## src/hdl/dsds_pkg.sv

```systemverilog
`timescale 1ns / 1ps
// ----------------------------------------------------------------------------
// dsds_pkg
// Shared types, constants and the coil phase table for the dual stepper
// drive sequencer.
// ----------------------------------------------------------------------------
package dsds_pkg;

	localparam int COUNT_W    = 16;
	localparam int PERIOD_W   = 16;
	localparam int QUO_W      = 16;
	localparam int REM_W      = 7;
	localparam int ACC_W      = QUO_W + REM_W;
	localparam int MUL_A_W    = 16;
	localparam int MUL_B_W    = 7;
	localparam int RECIP_W    = 24;
	localparam int SCALE_W    = ACC_W + RECIP_W;
	localparam int RECIP_SH   = 30;
	localparam int ADDR_W     = 3;
	localparam int DATA_W     = 32;

	// x / 100 == (x * ceil(2^30 / 100)) >> 30 for every x below 2^23
	localparam logic [RECIP_W-1:0] RECIP = 24'd10737419;
	localparam logic [MUL_B_W-1:0] PCT_FULL = 7'd100;

	localparam logic REG_MIN_PERIOD = 1'b0;
	localparam logic REG_MAX_PERIOD = 1'b1;

	localparam logic SIDE_LEFT  = 1'b0;
	localparam logic SIDE_RIGHT = 1'b1;

	typedef enum logic [1:0] {
		OP_TICK   = 2'd0,
		OP_DRIVE  = 2'd1,
		OP_ROTATE = 2'd2,
		OP_STOP   = 2'd3
	} op_t;

	typedef enum logic [1:0] {
		ST_OK        = 2'd0,
		ST_SPEED_BAD = 2'd1,
		ST_DIR_BAD   = 2'd2
	} status_t;

	typedef struct packed {
		logic                 start;
		logic [MUL_A_W-1:0]   a1;
		logic [MUL_B_W-1:0]   b1;
		logic [MUL_A_W-1:0]   a2;
		logic [MUL_B_W-1:0]   b2;
	} mdu_req_t;

	typedef struct packed {
		logic             done;
		logic [QUO_W-1:0] quo;
	} mdu_rsp_t;

	typedef struct packed {
		logic                load;
		logic signed [7:0]   speed;
		logic [PERIOD_W-1:0] period;
		logic                tick;
		logic                halt;
	} mot_ctrl_t;

	typedef struct packed {
		logic [COUNT_W-1:0] steps;
		logic [COUNT_W-1:0] steps_next;
		logic [3:0]         coil;
	} mot_stat_t;

	// wave drive: left walks 8,2,4,1, right walks 1,4,2,8; reversed walks backward
	function automatic logic [3:0] phase_coil(input logic side, input logic rev,
		input logic [1:0] ph);
		logic [1:0] p;
		logic [3:0] c;
		p = rev ? ~ph : ph;
		case ({side, p})
			3'b000:  c = 4'd8;
			3'b001:  c = 4'd2;
			3'b010:  c = 4'd4;
			3'b011:  c = 4'd1;
			3'b100:  c = 4'd1;
			3'b101:  c = 4'd4;
			3'b110:  c = 4'd2;
			3'b111:  c = 4'd8;
			default: c = 4'd0;
		endcase
		return c;
	endfunction

endpackage

```

## src/hdl/dsds_if.sv

```systemverilog
`timescale 1ns / 1ps
// ----------------------------------------------------------------------------
// dsds_if
// Command and result channels of the dual stepper drive sequencer.
// ----------------------------------------------------------------------------
interface dsds_cmd_if;
	logic               valid;
	logic               ready;
	logic [1:0]         op;
	logic signed [7:0]  speed;
	logic signed [8:0]  direction;
	logic [15:0]        step_limit;

	modport source (output valid, op, speed, direction, step_limit, input ready);
	modport sink (input valid, op, speed, direction, step_limit, output ready);
endinterface

interface dsds_res_if;
	logic        valid;
	logic        ready;
	logic [3:0]  coils_left;
	logic [3:0]  coils_right;
	logic        running;
	logic [1:0]  status;
	logic [15:0] steps_left;
	logic [15:0] steps_right;

	modport source (output valid, coils_left, coils_right, running, status,
		steps_left, steps_right, input ready);
	modport sink (input valid, coils_left, coils_right, running, status,
		steps_left, steps_right, output ready);
endinterface

```

## src/hdl/dsds_apb_regs.sv

```systemverilog
`timescale 1ns / 1ps
// ----------------------------------------------------------------------------
// dsds_apb_regs
// APB register file holding the minimum and maximum step periods.
// ----------------------------------------------------------------------------
module dsds_apb_regs (
	input  logic                          clk,
	input  logic                          arst_n,
	input  logic                          psel,
	input  logic                          penable,
	input  logic                          pwrite,
	input  logic [dsds_pkg::ADDR_W-1:0]   paddr,
	input  logic [dsds_pkg::DATA_W-1:0]   pwdata,
	output logic [dsds_pkg::DATA_W-1:0]   prdata,
	output logic                          pready,
	output logic [dsds_pkg::PERIOD_W-1:0] min_period,
	output logic [dsds_pkg::PERIOD_W-1:0] max_period
);

	logic [dsds_pkg::PERIOD_W-1:0] min_q;
	logic [dsds_pkg::PERIOD_W-1:0] max_q;

	always_ff @(posedge clk or negedge arst_n) begin
		if (!arst_n) begin
			min_q <= 16'd5;
			max_q <= 16'd50;
		end else if (psel && penable && pwrite) begin
			case (paddr[2])
				dsds_pkg::REG_MIN_PERIOD: min_q <= pwdata[dsds_pkg::PERIOD_W-1:0];
				dsds_pkg::REG_MAX_PERIOD: max_q <= pwdata[dsds_pkg::PERIOD_W-1:0];
				default: ;
			endcase
		end
	end

	always_comb begin
		case (paddr[2])
			dsds_pkg::REG_MIN_PERIOD: prdata = dsds_pkg::DATA_W'(min_q);
			dsds_pkg::REG_MAX_PERIOD: prdata = dsds_pkg::DATA_W'(max_q);
			default:                  prdata = '0;
		endcase
	end

	assign pready     = 1'b1;
	assign min_period = min_q;
	assign max_period = max_q;

endmodule

```

## src/hdl/dsds_mdu.sv

```systemverilog
`timescale 1ns / 1ps
// ----------------------------------------------------------------------------
// dsds_mdu
// Shared arithmetic unit: (a1*b1 + a2*b2) / 100, one multiplier used twice,
// then the divide by 100 as a multiply by the scaled reciprocal.
// ----------------------------------------------------------------------------
module dsds_mdu (
	input  logic                clk,
	input  logic                arst_n,
	input  dsds_pkg::mdu_req_t  req,
	output dsds_pkg::mdu_rsp_t  rsp
);

	typedef enum logic [2:0] {
		U_IDLE = 3'b001,
		U_MUL  = 3'b010,
		U_DIV  = 3'b100
	} ustate_t;

	ustate_t                           state_q;
	logic [dsds_pkg::MUL_A_W-1:0]      a2_q;
	logic [dsds_pkg::MUL_B_W-1:0]      b2_q;
	logic [dsds_pkg::ACC_W-1:0]        acc_q;
	logic [dsds_pkg::ACC_W-1:0]        sum_q;
	logic [dsds_pkg::QUO_W-1:0]        quo_q;
	logic                              done_q;

	logic [dsds_pkg::MUL_A_W-1:0]      m_a;
	logic [dsds_pkg::MUL_B_W-1:0]      m_b;
	logic [dsds_pkg::ACC_W-1:0]        prod;
	logic [dsds_pkg::ACC_W-1:0]        sum;
	logic [dsds_pkg::SCALE_W-1:0]      scaled;

	assign m_a    = (state_q == U_MUL) ? a2_q : req.a1;
	assign m_b    = (state_q == U_MUL) ? b2_q : req.b1;
	assign prod   = dsds_pkg::ACC_W'(m_a) * dsds_pkg::ACC_W'(m_b);
	assign sum    = acc_q + prod;
	assign scaled = dsds_pkg::SCALE_W'(sum_q) * dsds_pkg::SCALE_W'(dsds_pkg::RECIP);

	always_ff @(posedge clk or negedge arst_n) begin
		if (!arst_n) begin
			state_q <= U_IDLE;
			done_q  <= 1'b0;
		end else begin
			case (state_q)
				U_IDLE: begin
					done_q <= 1'b0;
					if (req.start) begin
						state_q <= U_MUL;
					end
				end
				U_MUL: begin
					done_q  <= 1'b0;
					state_q <= U_DIV;
				end
				U_DIV: begin
					done_q  <= 1'b1;
					state_q <= U_IDLE;
				end
				default: begin
					done_q  <= 1'b0;
					state_q <= U_IDLE;
				end
			endcase
		end
	end

	always_ff @(posedge clk) begin
		case (state_q)
			U_IDLE: begin
				acc_q <= prod;
				a2_q  <= req.a2;
				b2_q  <= req.b2;
			end
			U_MUL: begin
				sum_q <= sum;
			end
			U_DIV: begin
				quo_q <= scaled[dsds_pkg::RECIP_SH +: dsds_pkg::QUO_W];
			end
			default: ;
		endcase
	end

	assign rsp.done = done_q;
	assign rsp.quo  = quo_q;

endmodule

```

## src/hdl/dsds_motor.sv

```systemverilog
`timescale 1ns / 1ps
// ----------------------------------------------------------------------------
// dsds_motor
// One motor: speed, period, countdown, step count and coil phase.
// ----------------------------------------------------------------------------
module dsds_motor (
	input  logic                 clk,
	input  logic                 arst_n,
	input  logic                 side,
	input  dsds_pkg::mot_ctrl_t  ctrl,
	output dsds_pkg::mot_stat_t  stat
);

	logic signed [7:0]                speed_q;
	logic [dsds_pkg::PERIOD_W-1:0]    period_q;
	logic [dsds_pkg::PERIOD_W-1:0]    cnt_q;
	logic [dsds_pkg::COUNT_W-1:0]     steps_q;
	logic [3:0]                       coil_q;

	logic                             active;
	logic                             step_due;
	logic [dsds_pkg::COUNT_W-1:0]     steps_inc;
	logic [dsds_pkg::PERIOD_W-1:0]    reload;
	logic [dsds_pkg::PERIOD_W-1:0]    load_cnt;

	assign active    = ctrl.tick && (speed_q != 8'sd0);
	assign step_due  = active && (cnt_q <= dsds_pkg::PERIOD_W'(1));
	assign steps_inc = steps_q + dsds_pkg::COUNT_W'(1);
	assign reload    = (period_q == '0) ? dsds_pkg::PERIOD_W'(1) : period_q;
	assign load_cnt  = (ctrl.period == '0) ? dsds_pkg::PERIOD_W'(1) : ctrl.period;

	always_ff @(posedge clk or negedge arst_n) begin
		if (!arst_n) begin
			speed_q  <= '0;
			period_q <= '0;
			cnt_q    <= '0;
			steps_q  <= '0;
			coil_q   <= '0;
		end else if (ctrl.load) begin
			speed_q  <= ctrl.speed;
			period_q <= ctrl.period;
			cnt_q    <= load_cnt;
			steps_q  <= '0;
			coil_q   <= (ctrl.speed != 8'sd0) ?
				dsds_pkg::phase_coil(side, ctrl.speed[7], 2'b00) : 4'd0;
		end else begin
			if (step_due) begin
				steps_q <= steps_inc;
				cnt_q   <= reload;
			end else if (active) begin
				cnt_q <= cnt_q - dsds_pkg::PERIOD_W'(1);
			end
			if (ctrl.halt) begin
				coil_q <= '0;
			end else if (step_due) begin
				coil_q <= dsds_pkg::phase_coil(side, speed_q[7], steps_inc[1:0]);
			end
		end
	end

	assign stat.steps      = steps_q;
	assign stat.steps_next = step_due ? steps_inc : steps_q;
	assign stat.coil       = coil_q;

	a_load_clears_count: assert property (@(posedge clk) disable iff (!arst_n)
		ctrl.load |=> (steps_q == '0))
		else $error("step count not cleared by load");

	a_halt_clears_coil: assert property (@(posedge clk) disable iff (!arst_n)
		(ctrl.halt && !ctrl.load) |=> (coil_q == 4'd0))
		else $error("coil not cleared by halt");

endmodule

```

## src/hdl/dual_stepper_drive_sequencer_core.sv

```systemverilog
`timescale 1ns / 1ps
// Tick, stop and rejected commands go from S_EXEC straight to S_FIN for their result.
// Rotate runs two step-period jobs on the shared multiply / divide-by-100 unit (two
// products, one reciprocal multiply each); drive first runs the speed mix on it too.
// One transaction at a time; the next command is taken the cycle after the result is
// registered, and waits while an earlier result is still held.
// Reset (arst_n low) clears all motor state and restores periods 5 ms and 50 ms at once.
// ----------------------------------------------------------------------------
// dual_stepper_drive_sequencer_core
// Command sequencer for two wave-drive steppers: validates and mixes commands,
// computes step periods on a shared arithmetic unit and steps on ticks.
// ----------------------------------------------------------------------------
module dual_stepper_drive_sequencer_core (
	input  logic                          clk,
	input  logic                          arst_n,
	dsds_cmd_if.sink                      cmd,
	dsds_res_if.source                    res,
	input  logic                          psel,
	input  logic                          penable,
	input  logic                          pwrite,
	input  logic [dsds_pkg::ADDR_W-1:0]   paddr,
	input  logic [dsds_pkg::DATA_W-1:0]   pwdata,
	output logic [dsds_pkg::DATA_W-1:0]   prdata,
	output logic                          pready
);

	typedef enum logic [7:0] {
		S_IDLE = 8'b0000_0001,
		S_EXEC = 8'b0000_0010,
		S_MIX  = 8'b0000_0100,
		S_P0GO = 8'b0000_1000,
		S_P0   = 8'b0001_0000,
		S_P1GO = 8'b0010_0000,
		S_P1   = 8'b0100_0000,
		S_FIN  = 8'b1000_0000
	} state_t;

	state_t                         state_q;
	logic [1:0]                     op_q;
	logic signed [7:0]              speed_q;
	logic signed [8:0]              dir_q;
	logic [15:0]                    lim_in_q;
	logic [1:0]                     status_q;
	logic                           run_q;
	logic [15:0]                    limit_q;
	logic signed [7:0]              sp0_q;
	logic signed [7:0]              sp1_q;

	logic                           res_valid_q;
	logic [3:0]                     coils_l_q;
	logic [3:0]                     coils_r_q;
	logic                           running_q;
	logic [1:0]                     res_status_q;
	logic [15:0]                    steps_l_q;
	logic [15:0]                    steps_r_q;

	logic [dsds_pkg::PERIOD_W-1:0]  min_period;
	logic [dsds_pkg::PERIOD_W-1:0]  max_period;
	dsds_pkg::mdu_req_t             mreq;
	dsds_pkg::mdu_rsp_t             mrsp;
	dsds_pkg::mot_ctrl_t            ctl0;
	dsds_pkg::mot_ctrl_t            ctl1;
	dsds_pkg::mot_stat_t            st0;
	dsds_pkg::mot_stat_t            st1;

	logic                           speed_bad;
	logic                           drive_bad;
	logic                           rot_ok;
	logic [7:0]                     spd_mag;
	logic [8:0]                     dir_mag;
	logic [7:0]                     mix_mag;
	logic signed [7:0]              mixed;
	logic signed [7:0]              per_sp;
	logic [7:0]                     per_mag;
	logic                           do_tick;
	logic                           do_stop;
	logic                           limit_hit;
	logic                           res_free;

	dsds_apb_regs u_regs (
		.clk        (clk),
		.arst_n     (arst_n),
		.psel       (psel),
		.penable    (penable),
		.pwrite     (pwrite),
		.paddr      (paddr),
		.pwdata     (pwdata),
		.prdata     (prdata),
		.pready     (pready),
		.min_period (min_period),
		.max_period (max_period)
	);

	dsds_mdu u_mdu (
		.clk    (clk),
		.arst_n (arst_n),
		.req    (mreq),
		.rsp    (mrsp)
	);

	dsds_motor u_motor_left (
		.clk    (clk),
		.arst_n (arst_n),
		.side   (dsds_pkg::SIDE_LEFT),
		.ctrl   (ctl0),
		.stat   (st0)
	);

	dsds_motor u_motor_right (
		.clk    (clk),
		.arst_n (arst_n),
		.side   (dsds_pkg::SIDE_RIGHT),
		.ctrl   (ctl1),
		.stat   (st1)
	);

	// command checks
	assign speed_bad = (speed_q > 8'sd100) || (speed_q < -8'sd100);
	assign drive_bad = (dir_q > 9'sd100) || (dir_q < -9'sd100);
	assign rot_ok    = (dir_q == 9'sd90) || (dir_q == -9'sd90) ||
	                   (dir_q == 9'sd180) || (dir_q == -9'sd180);
	assign spd_mag   = speed_q[7] ? 8'(-speed_q) : 8'(speed_q);
	assign dir_mag   = dir_q[8] ? 9'(-dir_q) : 9'(dir_q);

	// slowed motor: sign(speed) * trunc(|speed| * (100 - |dir|) / 100)
	assign mix_mag = mrsp.quo[7:0];
	assign mixed   = speed_q[7] ? 8'(-mix_mag) : 8'(mix_mag);

	assign per_sp  = (state_q == S_P0GO) ? sp0_q : sp1_q;
	assign per_mag = per_sp[7] ? 8'(-per_sp) : 8'(per_sp);

	// period * 100 = min * |s| + max * (100 - |s|)
	always_comb begin
		mreq.start = 1'b0;
		if (state_q == S_EXEC) begin
			mreq.start = (op_q == dsds_pkg::OP_DRIVE) && !speed_bad && !drive_bad;
			mreq.a1    = dsds_pkg::MUL_A_W'(spd_mag[6:0]);
			mreq.b1    = dsds_pkg::PCT_FULL - dir_mag[6:0];
			mreq.a2    = '0;
			mreq.b2    = '0;
		end else begin
			mreq.start = (state_q == S_P0GO) || (state_q == S_P1GO);
			mreq.a1    = min_period;
			mreq.b1    = per_mag[6:0];
			mreq.a2    = max_period;
			mreq.b2    = dsds_pkg::PCT_FULL - per_mag[6:0];
		end
	end

	assign do_tick   = (state_q == S_EXEC) && (op_q == dsds_pkg::OP_TICK) && run_q;
	assign do_stop   = (state_q == S_EXEC) && (op_q == dsds_pkg::OP_STOP);
	assign limit_hit = (limit_q != 16'd0) &&
		((32'(st0.steps_next) == 32'(limit_q)) || (32'(st1.steps_next) == 32'(limit_q)));

	always_comb begin
		ctl0.load   = (state_q == S_P0) && mrsp.done;
		ctl0.speed  = sp0_q;
		ctl0.period = mrsp.quo;
		ctl0.tick   = do_tick;
		ctl0.halt   = do_stop || (do_tick && limit_hit);
		ctl1.load   = (state_q == S_P1) && mrsp.done;
		ctl1.speed  = sp1_q;
		ctl1.period = mrsp.quo;
		ctl1.tick   = do_tick;
		ctl1.halt   = do_stop || (do_tick && limit_hit);
	end

	assign res_free = !res_valid_q || res.ready;

	always_ff @(posedge clk or negedge arst_n) begin
		if (!arst_n) begin
			state_q     <= S_IDLE;
			run_q       <= 1'b0;
			limit_q     <= '0;
			status_q    <= dsds_pkg::ST_OK;
			res_valid_q <= 1'b0;
		end else begin
			if (res_valid_q && res.ready && (state_q != S_FIN)) begin
				res_valid_q <= 1'b0;
			end
			case (state_q)
				S_IDLE: begin
					if (cmd.valid) begin
						state_q <= S_EXEC;
					end
				end
				S_EXEC: begin
					case (op_q)
						dsds_pkg::OP_TICK: begin
							status_q <= dsds_pkg::ST_OK;
							state_q  <= S_FIN;
							if (do_tick && limit_hit) begin
								run_q <= 1'b0;
							end
						end
						dsds_pkg::OP_STOP: begin
							status_q <= dsds_pkg::ST_OK;
							state_q  <= S_FIN;
							run_q    <= 1'b0;
						end
						dsds_pkg::OP_DRIVE: begin
							if (speed_bad) begin
								status_q <= dsds_pkg::ST_SPEED_BAD;
								state_q  <= S_FIN;
							end else if (drive_bad) begin
								status_q <= dsds_pkg::ST_DIR_BAD;
								state_q  <= S_FIN;
							end else begin
								status_q <= dsds_pkg::ST_OK;
								state_q  <= S_MIX;
							end
						end
						dsds_pkg::OP_ROTATE: begin
							if (speed_bad) begin
								status_q <= dsds_pkg::ST_SPEED_BAD;
								state_q  <= S_FIN;
							end else if (!rot_ok) begin
								status_q <= dsds_pkg::ST_DIR_BAD;
								state_q  <= S_FIN;
							end else begin
								status_q <= dsds_pkg::ST_OK;
								state_q  <= S_P0GO;
							end
						end
						default: begin
							status_q <= dsds_pkg::ST_OK;
							state_q  <= S_FIN;
						end
					endcase
				end
				S_MIX: begin
					if (mrsp.done) begin
						state_q <= S_P0GO;
					end
				end
				S_P0GO: state_q <= S_P0;
				S_P0: begin
					if (mrsp.done) begin
						state_q <= S_P1GO;
					end
				end
				S_P1GO: state_q <= S_P1;
				S_P1: begin
					if (mrsp.done) begin
						run_q   <= 1'b1;
						limit_q <= lim_in_q;
						state_q <= S_FIN;
					end
				end
				S_FIN: begin
					if (res_free) begin
						res_valid_q <= 1'b1;
						state_q     <= S_IDLE;
					end
				end
				default: state_q <= S_IDLE;
			endcase
		end
	end

	// command capture, motor speeds and result payload
	always_ff @(posedge clk) begin
		if ((state_q == S_IDLE) && cmd.valid) begin
			op_q     <= cmd.op;
			speed_q  <= cmd.speed;
			dir_q    <= cmd.direction;
			lim_in_q <= cmd.step_limit;
		end
		if ((state_q == S_EXEC) && (op_q == dsds_pkg::OP_ROTATE)) begin
			sp0_q <= speed_q;
			sp1_q <= 8'(-speed_q);
		end
		if ((state_q == S_MIX) && mrsp.done) begin
			if (dir_q[8]) begin
				sp0_q <= mixed;
				sp1_q <= speed_q;
			end else begin
				sp0_q <= speed_q;
				sp1_q <= mixed;
			end
		end
		if ((state_q == S_FIN) && res_free) begin
			coils_l_q    <= st0.coil;
			coils_r_q    <= st1.coil;
			running_q    <= run_q;
			res_status_q <= status_q;
			steps_l_q    <= st0.steps[15:0];
			steps_r_q    <= st1.steps[15:0];
		end
	end

	assign cmd.ready       = (state_q == S_IDLE);
	assign res.valid       = res_valid_q;
	assign res.coils_left  = coils_l_q;
	assign res.coils_right = coils_r_q;
	assign res.running     = running_q;
	assign res.status      = res_status_q;
	assign res.steps_left  = steps_l_q;
	assign res.steps_right = steps_r_q;

	a_done_when_waiting: assert property (@(posedge clk) disable iff (!arst_n)
		mrsp.done |-> ((state_q == S_MIX) || (state_q == S_P0) || (state_q == S_P1)))
		else $error("arithmetic unit finished outside a wait state");

	a_idle_coils_off: assert property (@(posedge clk) disable iff (!arst_n)
		((state_q == S_IDLE) && !run_q) |-> ((st0.coil == 4'd0) && (st1.coil == 4'd0)))
		else $error("coils driven while not running");

	a_result_from_fin: assert property (@(posedge clk) disable iff (!arst_n)
		$rose(res_valid_q) |-> ($past(state_q) == S_FIN))
		else $error("result raised outside finish state");

endmodule

```

## src/flat_wrapper.sv

```systemverilog
// flat-port wrapper written by rule: the top's interface ports become plain ports
module dual_stepper_drive_sequencer_core_flat 
  (clk, arst_n, psel, penable, pwrite, paddr, pwdata, prdata, pready, cmd_valid, cmd_op, cmd_speed, cmd_direction, cmd_step_limit, cmd_ready, res_valid, res_coils_left, res_coils_right, res_running, res_status, res_steps_left, res_steps_right, res_ready);
  dsds_cmd_if cmd_i ();
  dsds_res_if res_i ();
  input  logic clk;
  input  logic arst_n;
  input  logic psel;
  input  logic penable;
  input  logic pwrite;
  input  logic [dsds_pkg::ADDR_W-1:0] paddr;
  input  logic [dsds_pkg::DATA_W-1:0] pwdata;
  output logic [dsds_pkg::DATA_W-1:0] prdata;
  output logic pready;
  input wire logic [$bits(cmd_i.valid)-1:0] cmd_valid;
  input wire logic [$bits(cmd_i.op)-1:0] cmd_op;
  input wire logic [$bits(cmd_i.speed)-1:0] cmd_speed;
  input wire logic [$bits(cmd_i.direction)-1:0] cmd_direction;
  input wire logic [$bits(cmd_i.step_limit)-1:0] cmd_step_limit;
  output wire logic [$bits(cmd_i.ready)-1:0] cmd_ready;
  output wire logic [$bits(res_i.valid)-1:0] res_valid;
  output wire logic [$bits(res_i.coils_left)-1:0] res_coils_left;
  output wire logic [$bits(res_i.coils_right)-1:0] res_coils_right;
  output wire logic [$bits(res_i.running)-1:0] res_running;
  output wire logic [$bits(res_i.status)-1:0] res_status;
  output wire logic [$bits(res_i.steps_left)-1:0] res_steps_left;
  output wire logic [$bits(res_i.steps_right)-1:0] res_steps_right;
  input wire logic [$bits(res_i.ready)-1:0] res_ready;
  assign cmd_i.valid = cmd_valid;
  assign cmd_i.op = cmd_op;
  assign cmd_i.speed = cmd_speed;
  assign cmd_i.direction = cmd_direction;
  assign cmd_i.step_limit = cmd_step_limit;
  assign cmd_ready = cmd_i.ready;
  assign res_valid = res_i.valid;
  assign res_coils_left = res_i.coils_left;
  assign res_coils_right = res_i.coils_right;
  assign res_running = res_i.running;
  assign res_status = res_i.status;
  assign res_steps_left = res_i.steps_left;
  assign res_steps_right = res_i.steps_right;
  assign res_i.ready = res_ready;
  dual_stepper_drive_sequencer_core u_core (.clk(clk), .arst_n(arst_n), .cmd(cmd_i), .res(res_i), .psel(psel), .penable(penable), .pwrite(pwrite), .paddr(paddr), .pwdata(pwdata), .prdata(prdata), .pready(pready));
endmodule
```

## config.mk

```make
export PLATFORM = sky130hd
export DESIGN_NAME = dual_stepper_drive_sequencer_core_flat
export DESIGN_NICKNAME = d
export VERILOG_FILES = /design/src/hdl/dsds_pkg.sv /design/src/hdl/dsds_if.sv /design/src/hdl/dsds_apb_regs.sv /design/src/hdl/dsds_mdu.sv /design/src/hdl/dsds_motor.sv /design/src/hdl/dual_stepper_drive_sequencer_core.sv /design/src/flat_wrapper.sv
export SDC_FILE = /design/constraint.sdc
export NUM_CORES = 2
export LEC_CHECK = 0
export BUFFER_PORTS_ARGS = -buffer_cell sky130_fd_sc_hd__buf_2
export CORE_MARGIN = 5
export CORE_UTILIZATION = 57
export CTS_CLUSTER_SIZE = 28
export DETAILED_ROUTE_END_ITERATION = 7
export PLACE_DENSITY = 0.86
export SETUP_SLACK_MARGIN = 0.02
export SLEW_MARGIN = 10
export SYNTH_ARGS = -nofsm -noshare
export SYNTH_HDL_FRONTEND = slang
export SYNTH_SLANG_ARGS = --single-unit
```

## constraint.sdc

```tcl
create_clock -name clk -period 7.7 [get_ports clk]
set_input_delay 0.77 -clock clk [delete_from_list [all_inputs] [get_ports clk]]
set_output_delay 0.77 -clock clk [all_outputs]
set_load 0.01 [all_outputs]
```

======== Word-level counts from Yosys, hierarchy flattened ========
Memories as Yosys holds them, arrays and structs flattened.
Index checks and enable logic that the tools add are counted.
word-level totals
  memories kept ........................... 4
  ROM bits ................................ 128
  output and inout bits ................... 78
  bits in writable memories ............... 0
  bits of input ports ..................... 77
  word-level logic and storage cells ...... 211
  bits in latches ......................... 0
  register bits ........................... 363
cells by class
  div/mod/pow operators ................... 0
  reduce and logical (&&, ||, !) cells .... 54
  eq/ne operators ......................... 29
  multiply operators ...................... 2
  bitwise operators ....................... 3
  shift operators ......................... 0
  add/subtract/negate cells ............... 11
  mux-type cells .......................... 66
  magnitude comparators ................... 6
memories
  name              words  width  rd ports  clocked after Yosys merged registers in  write ports  line            text
  (name not given)  8      4      1         0                                        0            dsds_pkg.sv:78  case ({side, p})
  (name not given)  8      4      1         0                                        0            dsds_pkg.sv:78
  (name not given)  8      4      1         0                                        0            dsds_pkg.sv:78
  (name not given)  8      4      1         0                                        0            dsds_pkg.sv:78
operators by type and width
  cell                                                                               count
  16-bit 2-to-1 mux                                                                  14
  8-bit 2-to-1 mux                                                                   17
  32-bit one-hot mux with 2 select lines                                             1
  8-bit one-hot mux with 8 select lines                                              1
  16-bit logical NOT                                                                 3
  47-bit 2-to-1 mux                                                                  1
  23-bit by 24-bit multiplier with 46-bit output, second input constant              1
  16-bit by 1-bit adder with 16-bit output, second input constant                    2
  16-bit equality test                                                               2
  16-bit by 1-bit less-or-equal comparator with 1-bit output, second input constant  2
  4-bit 2-to-1 mux                                                                   8
  8-bit nonzero test                                                                 4
  16-bit by 1-bit subtractor with 16-bit output, second input constant               2
  7-bit 2-to-1 mux                                                                   4
  8-bit one-hot mux with 3 select lines                                              1
  23-bit adder                                                                       1
  16-bit by 7-bit multiplier with 23-bit output                                      1
  1-bit logical AND                                                                  21
  9-bit by 8-bit equality test with 1-bit output, second input constant              2
  9-bit equality test, second input constant                                         2
  2-bit 2-to-1 mux                                                                   8
  8-bit negator                                                                      2
  16-bit nonzero test                                                                1
  7-bit negator                                                                      2
  39 further kinds                                                                   68

======== Logic depth before layout (Yosys ltp) ========
  depth in word-level cells ............... 13
  mapped depth ............................ 37
  mapped depth without buffers ............ 36

======== By module ========
Synthesis repeated with hierarchy kept, for this count alone.
unflattened totals
  cell total of the unflattened synthesis .. 2878
  area total of the unflattened synthesis .. 30630.6 um2
by module, submodules not included
  module                             sequential area each (um2)  area each (um2)  cells each  times used
  dsds_mdu                           2653.8                      16030.4          1493        1
  dsds_motor                         1501.4                      3324.4           361         2
  dual_stepper_drive_sequencer_core  3524.6                      6347.3           558         1
  dsds_apb_regs                      807.0                       1604.0           105         1

======== Worst setup path before layout ========
OpenSTA, ideal clock, no wires.
  path kind ............................... reg-to-reg
  start point ............................. reg u_core.state_q[2]
  end point ............................... reg u_core.u_mdu.sum_q[22] (netlist name), data pin
  stages on the path, launching flop included .. 37
  arrival time ............................ 7.731 ns
  buffers on the path ..................... 2
  path slack .............................. -0.293 ns
  library setup time ...................... 0.262 ns
  clock period less this slack ............ 7.993 ns
  data required time ...................... 7.438 ns
  cells stage by stage .................... dfrtp_1 buf_6 nor4_4 nand4b_2 mux2i_1 ha_1 o21a_1 nor2_1 xor2_1 a211oi_1 a21oi_1 buf_2 nor2_1 fa_1 inv_1 fa_1 inv_1 fa_1 inv_1 fa_1 inv_1 ha_1 o2111ai_1 nand3_1 o211ai_1 nand2_1 or2_2 a21oi_1 xnor2_1 ha_1 and3_1 a21oi_1 nand3_1 a41oi_1 o21ai_0 xnor2_1 xnor2_1
on the way
  cells in the longest elaborated chain, start to end .. 8
  elaborated cells between the ends (all ways) .. 10
  those cells by class .................... add/sub: 2; mul: 1; eq/ne: 2; mux: 5
ends and longest elaborated chain
  what                                               line                                      text
  from (decl)                                        dual_stepper_drive_sequencer_core.sv:38   state_t state_q;
  from (signal assigned)                             dual_stepper_drive_sequencer_core.sv:172  state_q <= S_IDLE;
  from (signal assigned)                             dual_stepper_drive_sequencer_core.sv:184  state_q <= S_EXEC;
  from (signal assigned)                             dual_stepper_drive_sequencer_core.sv:191  state_q <= S_FIN;
  8-bit by 4-bit equality test with 1-bit output     dual_stepper_drive_sequencer_core.sv:129  assign per_sp = (state_q == S_P0GO) ? sp0_q : sp1_q;
  8-bit 2-to-1 mux                                   dual_stepper_drive_sequencer_core.sv:129
  7-bit negator                                      dual_stepper_drive_sequencer_core.sv:130  assign per_mag = per_sp[7] ? 8'(-per_sp) : 8'(per_sp);
  7-bit 2-to-1 mux                                   dual_stepper_drive_sequencer_core.sv:130
  47-bit 2-to-1 mux (*)                              dual_stepper_drive_sequencer_core.sv:135  if (state_q == S_EXEC) begin
  7-bit 2-to-1 mux                                   dsds_mdu.sv:35                            assign m_b = (state_q == U_MUL) ? b2_q : req.b1;
  16-bit by 7-bit multiplier with 23-bit output (*)  dsds_mdu.sv:36                            assign prod = dsds_pkg::ACC_W'(m_a) * dsds_pkg::ACC_W'(m_b);
  net u_core.u_mdu.prod, one bit                     dsds_mdu.sv:30                            logic [dsds_pkg::ACC_W-1:0] prod;
  23-bit adder (*)                                   dsds_mdu.sv:37                            assign sum = acc_q + prod;
  net u_core.u_mdu.sum, one bit                      dsds_mdu.sv:31                            logic [dsds_pkg::ACC_W-1:0] sum;
  to (signal assigned)                               dsds_mdu.sv:76                            sum_q <= sum;
  to (decl)                                          dsds_mdu.sv:24                            logic [dsds_pkg::ACC_W-1:0] sum_q;
Mark *: on every way through the listed nets, which the timed path passes. The rest lies on a longest branch.
A chain may end at the register's enable or synchronous reset.

======== Worst setup path in the final report ========
  start point ............................. reg u_core.state_q[6]
  end point ............................... reg u_core.u_mdu.sum_q[22] (netlist name), data pin
The elaborated chain is that of the path after synthesis.

==> results_dict.tcl <==
set metrics [dict create \
    synth.area.top_cells "edfxtp_1 (18%), fa_1 (17%), dfrtp_1 (15%)" \
    antenna_found_initial 0 \
    final_nets 3917 \
    overflow 0 \
    row_count 84 \
    yosysTopAreaCellShare_pct 17.6 \
    period_share_pct 106 \
    core_sq_um 52900 \
    finalInstanceArea_sq_um 34800 \
    violations "negative setup slack" \
    synthCells 3011 \
    grt_pass1_vias 23900 \
    whs_ns 0.301 \
    setup_tns_ns -2.62 \
    drtAntennaViolNets 0 \
    clock.fmax_mhz 123 \
    num_vias 23700 \
    dpl_cell_area_sq_um 32600 \
    netlist_area_sq_um 30500 \
    tightestPinTransition_ns 1.10 \
    fin_skew_ns 0.0440 \
    cp_slowest_stage_delay_ns 0.53 \
    period_needed_ns 8.15 \
    ios 155 \
    path_common_cell "fa_1" \
    syn_avg_cell_area_sq_um 10.1 \
    via_per_inst 5.95 \
    crit_type "reg2reg" \
    synth.yosys.seq_area_share_pct 32.7 \
    end_kind "flip-flop" \
    ys_types 92 \
    die_w_um 241 \
    clkSinkCount 363 \
    grt_pass1_wl_um 122000 \
    wl_per_cell_um 19.9 \
    drive_gt1_share_pct 17.6 \
    numCtsBuffers 37 \
    yosys_warnings 0 \
    ys.flop_type "edfxtp_1" \
    arrival_ns 8.40 \
    path_max_fanout 7 \
    ctsHoldBuffers 0 \
    critPathSlowestCell "fa_1" \
    gr-usage-all-layers_pct 25.7 \
    start_kind "flip-flop" \
    async_reset_ff_share_pct 50.7 \
    slew_violations 0 \
    min_path_type "in2async" \
    antennaDiodeCount 0 \
    cts_max_level 2 \
    routed_wl_um 79000 \
    synth_common_cells "inv_1 (415), nand2_1 (345), ha_1 (317)" \
    cts_root_buf "clkbuf_16" \
    grt_max_degree 116 \
    postLayoutCoreUtil_pct 65.9 \
    start_util_pct 57.8 \
    worst-path-buf-inv 9 \
    dpl.hpwl_um 56700 \
    yosysMostFrequentCell "inv_1" \
    r2r_start "u_core.state_q[6]" \
    synth-edff-count 179 \
    ys_ff_latch 363 \
    path_clk_slew_ns 0.08 \
    rsz0062_at_grt "true" \
    drtIter0Drc 2252 \
    critPathTopFamily "adder cells" \
    place_congestion 0.985 \
    relSlewSlack_pct 26.5 \
    hold_viol 0 \
    drv_cap 0 \
    fp.dieH_um 241 \
    die_area_sq_um 58300 \
    status "complete, but fails checks" \
    cts_tree "built" \
    syn_to_final_growth_pct 14.1 \
    finalWorstSetupSlack_ns -0.449 \
    critical_path_required_ns 7.95 \
    drc_errors 0 \
    synth_top_area_cell "edfxtp_1" \
    clk_path_buf_depth 3 \
    startpoint "u_core.state_q[6]" \
    dr.pass1.iters 5 \
    portBuffers 119 \
    setup_viol 11 \
    clock_latency_ns 0.56 \
]
registers in the layout, indices dropped and copies added (netlist names), 9 cells and up:
name / count
u_core.dir_q: 9
u_core.lim_in_q: 16
u_core.limit_q: 16
u_core.res.steps_left: 16
u_core.res.steps_right: 16
u_core.u_mdu.a2_q: 16
u_core.u_mdu.acc_q: 23
u_core.u_mdu.quo_q: 16
u_core.u_mdu.sum_q: 23
u_core.u_motor_left.cnt_q: 16
u_core.u_motor_left.period_q: 16
u_core.u_motor_left.steps_q: 16
u_core.u_motor_right.cnt_q: 16
u_core.u_motor_right.period_q: 16
u_core.u_motor_right.steps_q: 16
u_core.u_regs.max_period: 16
u_core.u_regs.min_period: 16
layout by cell type, fill, tap and decap left out, types with 30 or more instances in the layout:
cell type  count
inv_1        410
nand2_1      343
ha_1         303
fa_1         264
nor2_1       201
edfxtp_1     179
dfrtp_1      177
buf_4        160
buf_2        118
a21oi_1      109
xnor2_1       91
o21ai_0       90
mux2_2        54
nand3_1       47
nor3_1        43
xor2_1        39
clkbuf_16     38
nand2b_1      36
and2_1        30
cell type report:
cell class / count / area (sq um)
tap: 688 / 861
timing repair buffer: 292 / 1970
fill: 3565 / 18000
sequential: 363 / 9990
multi-input combinational: 2148 / 19300
clock buffer: 47 / 1000
inverter: 416 / 1560
clock inverter: 20 / 150
cells by family after synthesis:
family                   synth area share (%)
XOR/XNOR                                 4.33
multiplexers                             2.71
adder cells (fa/ha/maj)                  30.4
other                                  0.0246
AND/OR/NAND/NOR                          14.9
buffers and inverters                    6.65
flip-flops                               32.7
AO/OA/AOI/OAI                            8.31
per-layer routing:
layer  GRT usage (%)  vias to the layer above  wire [um]  part of all wire, %
met2            44.3                     1222      39000                   49
li1                -                    10600          -                    -
met4            9.33                        0       4110                  5.2
met3            3.87                      312       6390                  8.1
met1            33.3                    11600      29500                   37
met5               0                        -          0                    0
final timing paths:
kind,slack [ns],depth (start not counted),to
worst max register to register,-0.45,36,u_core.u_mdu.sum_q[22]
worst max-delay path,-0.45,36,u_core.u_mdu.sum_q[22]
max in group asynchronous,5.81,2,u_core.u_motor_left.period_q[11]
min in group clk,0.40,1,u_core.lim_in_q[13]
worst min-delay path,0.30,1,u_core.u_regs.max_period[9]
worst min register to register,0.45,2,u_core.limit_q[12]
stage by stage:
step / std cells / setup slack, ns
after global routing: 3974 / -0.732
after global placement: 3857 / -0.134
final: 3974 / -0.449
after floorplan: 3026 / 0.0317
after detailed placement: 3857 / -0.349
after CTS: 3950 / -0.0666
worst register-to-register path, delay by kind of cell (launching register included):
family	cells	cell delay, ns
AO/OA/AOI/OAI	10	1.51
XOR/XNOR	4	0.75
adder cells (fa/ha/maj)	6	2.72
buffers and inverters	9	1.11
flip-flops	1	0.42
multiplexers	1	0.18
AND/OR/NAND/NOR	6	1.19
what timing repair did:
action | CTS | global route
cloned | 0 | 0
pin swaps | 40 | 75
endpoints found under the setup margin | 10 | 16
gates resized for setup | 50 | 96
buffers inserted | 28 | 30
Power is not shown: default switching activity piles up to over one toggle a cycle in this logic, so the estimate is an artifact.
